--- config.mk ---
export PLATFORM = sky130hd
export DESIGN_NAME = pwba_ctrl
export DESIGN_NICKNAME = d
export VERILOG_FILES = /design/src/rtl/core/assert_macros.svh /design/src/rtl/core/pwba_pkg.sv /design/src/rtl/core/pwba_ctrl.sv
export SDC_FILE = /design/constraint.sdc
export NUM_CORES = 1
export LEC_CHECK = 0
export ABC_AREA = 1
export BUFFER_PORTS_ARGS = -buffer_cell sky130_fd_sc_hd__buf_2
export CORE_AREA = 2 2 39 41
export CTS_CLUSTER_DIAMETER = 40
export CTS_CLUSTER_SIZE = 12
export DETAILED_ROUTE_END_ITERATION = 16
export DIE_AREA = 0 0 41 43
export SYNTH_ARGS = -nofsm -noshare
export SYNTH_HDL_FRONTEND = slang
export SYNTH_SLANG_ARGS = --single-unit
--- constraint.sdc ---
create_clock -name clk -period 1.15 [get_ports clk]
set_input_delay 0.23 -clock clk [delete_from_list [all_inputs] [get_ports clk]]
set_output_delay 0.23 -clock clk [all_outputs]
set_load 0.01 [all_outputs]
--- src/rtl/core/assert_macros.svh ---
// Assertion macros shared by the RTL. Synthesis builds define SYNTH.
`ifndef ASSERT_MACROS_SVH
`define ASSERT_MACROS_SVH
`ifndef SYNTH
`define ASSERT_IMPLIES(lbl, ante, cons) \
  lbl: assert property (@(posedge clk) disable iff (rst) (ante) |-> (cons)) \
    else $error("assertion failed");
`define ASSERT_NEXT(lbl, ante, cons) \
  lbl: assert property (@(posedge clk) disable iff (rst) (ante) |=> (cons)) \
    else $error("assertion failed");
`else
`define ASSERT_IMPLIES(lbl, ante, cons)
`define ASSERT_NEXT(lbl, ante, cons)
`endif
`endif

--- src/rtl/core/pwba_pkg.sv ---
`default_nettype none
package pwba_pkg;

  localparam int OUTPUT_ENTRIES_DEF = 256;
  localparam int FRACTION_BITS_DEF  = 16;

  localparam int VALUE_W  = 32;
  localparam int RAW_W    = 24;
  localparam int INDEX_W  = 8;
  localparam int WSUM_W   = 32;
  localparam int VSUM_W   = 56;
  localparam int MODE_W   = 2;

  // Divide by ten as a multiply by a rounded-up reciprocal; exact for
  // operands below 2^24.
  localparam int          RECIP10_SHIFT = 27;
  localparam logic [23:0] RECIP10       = 24'd13421773;

  localparam logic [MODE_W-1:0] MODE_LEGACY   = 2'd0;
  localparam logic [MODE_W-1:0] MODE_REST     = 2'd1;
  localparam logic [MODE_W-1:0] MODE_ADDITIVE = 2'd2;

  localparam logic ACTION_CONTRIBUTE = 1'b0;
  localparam logic ACTION_READOUT    = 1'b1;

  typedef enum logic [3:0] {
    S_CLEAR,
    S_IDLE,
    S_C_DIV10,
    S_C_SQUARE,
    S_C_MUL,
    S_C_WRITE,
    S_R_READ,
    S_R_START,
    S_R_DIV,
    S_R_EMIT
  } state_t;

  typedef struct packed {
    logic load;
    logic clear_wr;
    logic div10;
    logic square;
    logic mul_value;
    logic acc_write;
    logic div_start;
    logic out_load;
  } dp_cmd_t;

  typedef struct packed {
    logic in_readout;
    logic in_index_ok;
    logic clear_last;
    logic pw_zero;
    logic div_done;
    logic out_free;
  } dp_sts_t;

endpackage
`default_nettype wire

--- src/rtl/core/pwba_ctrl.sv ---
`default_nettype none
module pwba_ctrl import pwba_pkg::*; (
  input  wire logic    clk,
  input  wire logic    rst,
  input  wire logic    in_valid,
  output logic         in_stall,
  output dp_cmd_t      cmd,
  input  wire dp_sts_t sts
);

  state_t state;
  state_t state_next;

  always_ff @(posedge clk) begin
    if (rst) begin
      state <= S_CLEAR;
    end else begin
      state <= state_next;
    end
  end

  always_comb begin
    state_next = state;
    cmd        = '0;
    in_stall   = 1'b1;
    case (state)
      S_CLEAR: begin
        cmd.clear_wr = 1'b1;
        if (sts.clear_last) begin
          state_next = S_IDLE;
        end
      end
      S_IDLE: begin
        in_stall = 1'b0;
        if (in_valid) begin
          cmd.load = 1'b1;
          if (sts.in_readout) begin
            state_next = sts.in_index_ok ? S_R_READ : S_R_EMIT;
          end else if (sts.in_index_ok) begin
            state_next = S_C_DIV10;
          end
        end
      end
      S_C_DIV10: begin
        cmd.div10  = 1'b1;
        state_next = S_C_SQUARE;
      end
      S_C_SQUARE: begin
        cmd.square = 1'b1;
        state_next = sts.pw_zero ? S_IDLE : S_C_MUL;
      end
      S_C_MUL: begin
        cmd.mul_value = 1'b1;
        state_next    = S_C_WRITE;
      end
      S_C_WRITE: begin
        cmd.acc_write = 1'b1;
        state_next    = S_IDLE;
      end
      S_R_READ:  state_next = S_R_START;
      S_R_START: begin
        cmd.div_start = 1'b1;
        state_next    = S_R_DIV;
      end
      S_R_DIV: begin
        if (sts.div_done) begin
          state_next = S_R_EMIT;
        end
      end
      S_R_EMIT: begin
        if (sts.out_free) begin
          cmd.out_load = 1'b1;
          state_next   = S_IDLE;
        end
      end
      default: state_next = S_IDLE;
    endcase
  end

endmodule
`default_nettype wire

# Yosys cells after proc, flatten, opt, wreduce, memory -nomap -nowiden
# Cells that the tools add are included.
op_classes:
  n_eq_ne: 14
  mux: 20
  n_reduce_logical: 2
ops:
  columns: ["operator", "count"]
  rows:
  - ["4-bit one-hot mux with 9 select lines", 1]
  - ["4-bit two-way mux", 7]
  - ["4-bit by 3-bit == test with 1-bit output (second input constant)", 4]
  - ["1-bit two-way mux", 11]
  - ["4-bit by 2-bit == test with 1-bit output (second input constant)", 2]
  - ["4-bit == test (second input constant)", 2]
  - ["2-bit inequality test (second input constant)", 4]
  - ["5-bit AND reduction", 1]
  - ["4-bit by 1-bit == test with 1-bit output (second input constant)", 1]
  - ["4-bit zero test", 1]
  - ["3-bit two-way mux", 1]
  - ["3-bit inequality test (second input constant)", 1]
word_totals:
  output_inout_bits: 9
  ff_bits: 4
  wordCells: 37
  in_bits: 9

# Longest topological paths before layout
logic_depth:
  depth_word: 4
  ltp_mapped: 9
  depth_no_buf: 9

# Worst setup path after synthesis
# No wires, ideal clock.
synth_path:
  kind: "register -> register"
  startpoint: "reg state[3]"
  endpoint: "reg state[0]"
  t_arrival_ns: 1.025
  period_less_slack_ns: 1.137
  stages_incl_launch_ff: 9
  path_buffers: 0
  required_time_ns: 1.038
  setup_time_ns: 0.112
  path_slack_ns: 0.013
  cell_sequence: "dfxtp_1 inv_1 nand2_1 nor2_1 nor2_1 nand2_1 nand3_1 nor2_1 nor2_1"
synth_between:
  elab_chain_len: 3
  elab_cells_between_ends: 16
  classes_between: "eq/ne: 13; mux: 1; reduce/logical: 2"
synth_lines:
  columns: ["item", "line_no", "source"]
  rows:
  - ["start, declared", "pwba_ctrl.sv:11", "state_t state;"]
  - ["start signal, assigned", "pwba_ctrl.sv:18", "state <= state_next;"]
  - ["4-bit by 1-bit == test with 1-bit output (tied with other cells)", "pwba_ctrl.sv:26", "case (state)"]
  - ["3-bit inequality test (no source line) / 2-bit inequality test (equally long branches)", null, null]
  - ["5-bit AND reduction (no source line)", null, null]
# Parallel ways exist; a longest one is shown, timed or not.
# A chain may end at the register's enable or synchronous reset.

==> results.md <==
* Maximum vdd ir drop at 1340 uV
* CTS Buf Count at 3
* Slew margin rel. at around 80%
* Gpl congestion at roughly 0.94
* Fin Hold WS at 0.215 ns
* Area after DPL at ~580 um^2
* Slowest cell on crit path: dfxtp_4
* Nets at ~130
* Max-Cap Viols at 0
* # H-tree levels at 1
* Drt wl/cell at approximately 12 um
* Pwr/cell area at 2060 nW/um^2
* Dpl hpwl at just under 1000 um
* Most flop-heavy register: state
* Register area share after synthesis at 19.9%
* Max Buffers Root-to-Sink at 2
* Final setup vio count at 13
* Tmin final at between 1 and 1.5 ns
* Area grow syn2layout at 104%
* Syn avg cell area at ~5.3 um^2
* Yosys top cell area share at 19.9%
* Pleak at 0.000449 uW
* Yosys top cell by area: dfxtp_1
* Setup TNS at -1.68 ns
* Gate Count Post-Synth at between 70 and 80
* Worst EP required at approximately 0.92 ns
* Clock Skews at 0.00683 ns
* DR vias at 621
* DR DRC count at 0
* CP Capture Type: output pin
* Worst-Skew Late Latency at 0.24 ns
* Antenna violations before repair at 0
* Total gr overflow at 0
* Final worst slack at -0.190 ns
* Ant diodes at 0
* Post-Route WL at 1590 um
* Area of the mapped netlist at 402 um^2
* Starting density of the core at 29.0%
* CTS sink cnt at 4
* Reg clk slew, reported paths at approximately 0.040 ns
* Chip width at between 40 and 50 um
* Iteration-0 DRC Markers at 14
* Mapped Nets at 85
* Gr usage total at 20.4%
* Worst-Margin Slew at 0.327 ns
* I/O Buffers at 17
* Fmax at ~0.75 GHz
* Vias in the first global route at 585
* Crit path max fanout at 5
* DRT Pass-1 Iters at 4
* Final Cell Area at between 800 and 900 um^2
* Io pins at 18
* Share of layout cells above drive strength 1 at 63.5%
* CTS Hold Buffers Added at 0
* Non-filler cells in the finished layout at 131
* Die Footprint at around 1800 um^2
* Antenna viol nets, final at 0
* Largest net degree at the start of global routing at 6
* Yosys reg bits at 4
* Slowest stage delay, CP at 0.36 ns
* Root buffer cell: clkbuf_4
* Placed cells at 119
* First-pass GRT wire length at 2440 um
* Area contributors post-synth: dfxtp_1 20%, nor2_1 17%, nand2_1 14%
* Worst path cell trace: inv_4 > nand2_4 > buf_4 > nor2_2 > buf_2
* Warnings from Yosys at 0
* Slew Limit Fails at 0
* Worst Path Arrival at 1.11 ns
* Die H at 43 um
* CP Launch Type: flip-flop
* Largest registers: state (4)
* Status: finished with violations
* Number of flip-flops in the largest register at 4
* Yosys cell types at 15
* Via/cell ratio at 4.74
* CTS tree: done
* Failing checks: setup timing
* Final Cycle Share at 117%
* RSZ-0062 raised after global routing: yes
* Worst hold path type: input port to flip-flop
* Hold Fails Final Rpt at 0
* Core area at 1380 um^2
* Type of the worst setup path: flip-flop to output pin
* Site row count at 14
metal layers:
layer | up-vias | wire length [um] | GRT usage [%]
met2 | 21 | 889 | 36.9
li1 | 314 | - | -
met1 | 282 | 629 | 23.3
met4 | 0 | 7 | 4.67
met3 | 4 | 58 | 3.14
met5 | - | 0 | 0
layout by cell type, fill, tap and decap left out:
| cell | count |
|---|---|
| a21oi_2 | 1 |
| buf_2 | 16 |
| buf_4 | 15 |
| buf_6 | 5 |
| clkbuf_4 | 3 |
| dfxtp_4 | 4 |
| inv_1 | 10 |
| inv_2 | 2 |
| inv_4 | 4 |
| nand2_1 | 11 |
| nand2_2 | 4 |
| nand2_4 | 3 |
| nand3_1 | 6 |
| nand3_2 | 2 |
| nand3_4 | 1 |
| nand3b_1 | 1 |
| nand4_4 | 1 |
| nor2_1 | 10 |
| nor2_2 | 7 |
| nor2_4 | 2 |
| nor3_1 | 1 |
| nor3_2 | 2 |
| nor3b_2 | 1 |
| o21ai_0 | 1 |
| o21ai_1 | 2 |
stage by stage:
stage                     total power [uW]  worst slack [ns]  utilization (%)
after floorplan                        700            0.0130                -
after global placement                 999           -0.0858             42.0
after detailed placement               995           -0.0640             42.0
after CTS                             1430            -0.156             53.0
after global routing                  1820            -0.247             59.1
final                                 1690            -0.190             59.1
final cells by class:
| type | instances | area [um^2] |
|---|---|---|
| tap | 16 | 20.0 |
| fill | 133 | 566 |
| inverter | 16 | 70.1 |
| clock buffer | 3 | 22.5 |
| multi-input combinational | 56 | 362 |
| timing repair buffer | 36 | 249 |
| sequential | 4 | 95.1 |
where the power goes:
group          total (uW)  internal, uW  switching, uW
Clock                 179           117           61.9
Sequential            274           193           80.7
Combinational        1230           597            637
Total                1690           907            780
cells in the mapped netlist, drive strengths merged:
cell type	instances
a21oi	1
nand3	9
nand3b	1
dfxtp	4
nor3	3
nor2	19
nand4	1
nor3b	1
nand2	18
inv	16
o21ai	3
critical path, delay by kind of cell (launching register included):
| kind | cells | cell delay (ns) |
|---|---|---|
| simple gates | 2 | 0.17 |
| flops | 1 | 0.36 |
| buf+inv | 3 | 0.35 |
timing repair:
| action | CTS | global route |
|---|---|---|
| pin swaps | 11 | 3 |
| endpoints found under the hold margin | 0 | 0 |
| gates resized for setup | 30 | 16 |
| endpoints found under the setup margin | 12 | 13 |
| cloned | 0 | 0 |
| setup buffers | 6 | 4 |
logic make-up (layout without fill, tap and decap cells):
logic type	Yosys count	count (layout)	synth area share, %
compound gates	4	4	4.98
buf+inv	16	55	15.0
flops	4	4	19.9
simple gates	52	52	60.1
path summary, 6_finish.rpt:
check	end	depth (start not counted)	slack, ns	from
worst max-delay path	cmd[2]	5	-0.19	state[1]
worst min-delay path	state[3]	2	0.21	rst
worst max register to register	state[0]	9	-0.15	state[0]
worst min register to register	state[1]	3	0.67	state[1]
No activity file was read; power rests on OpenSTA's default activity.
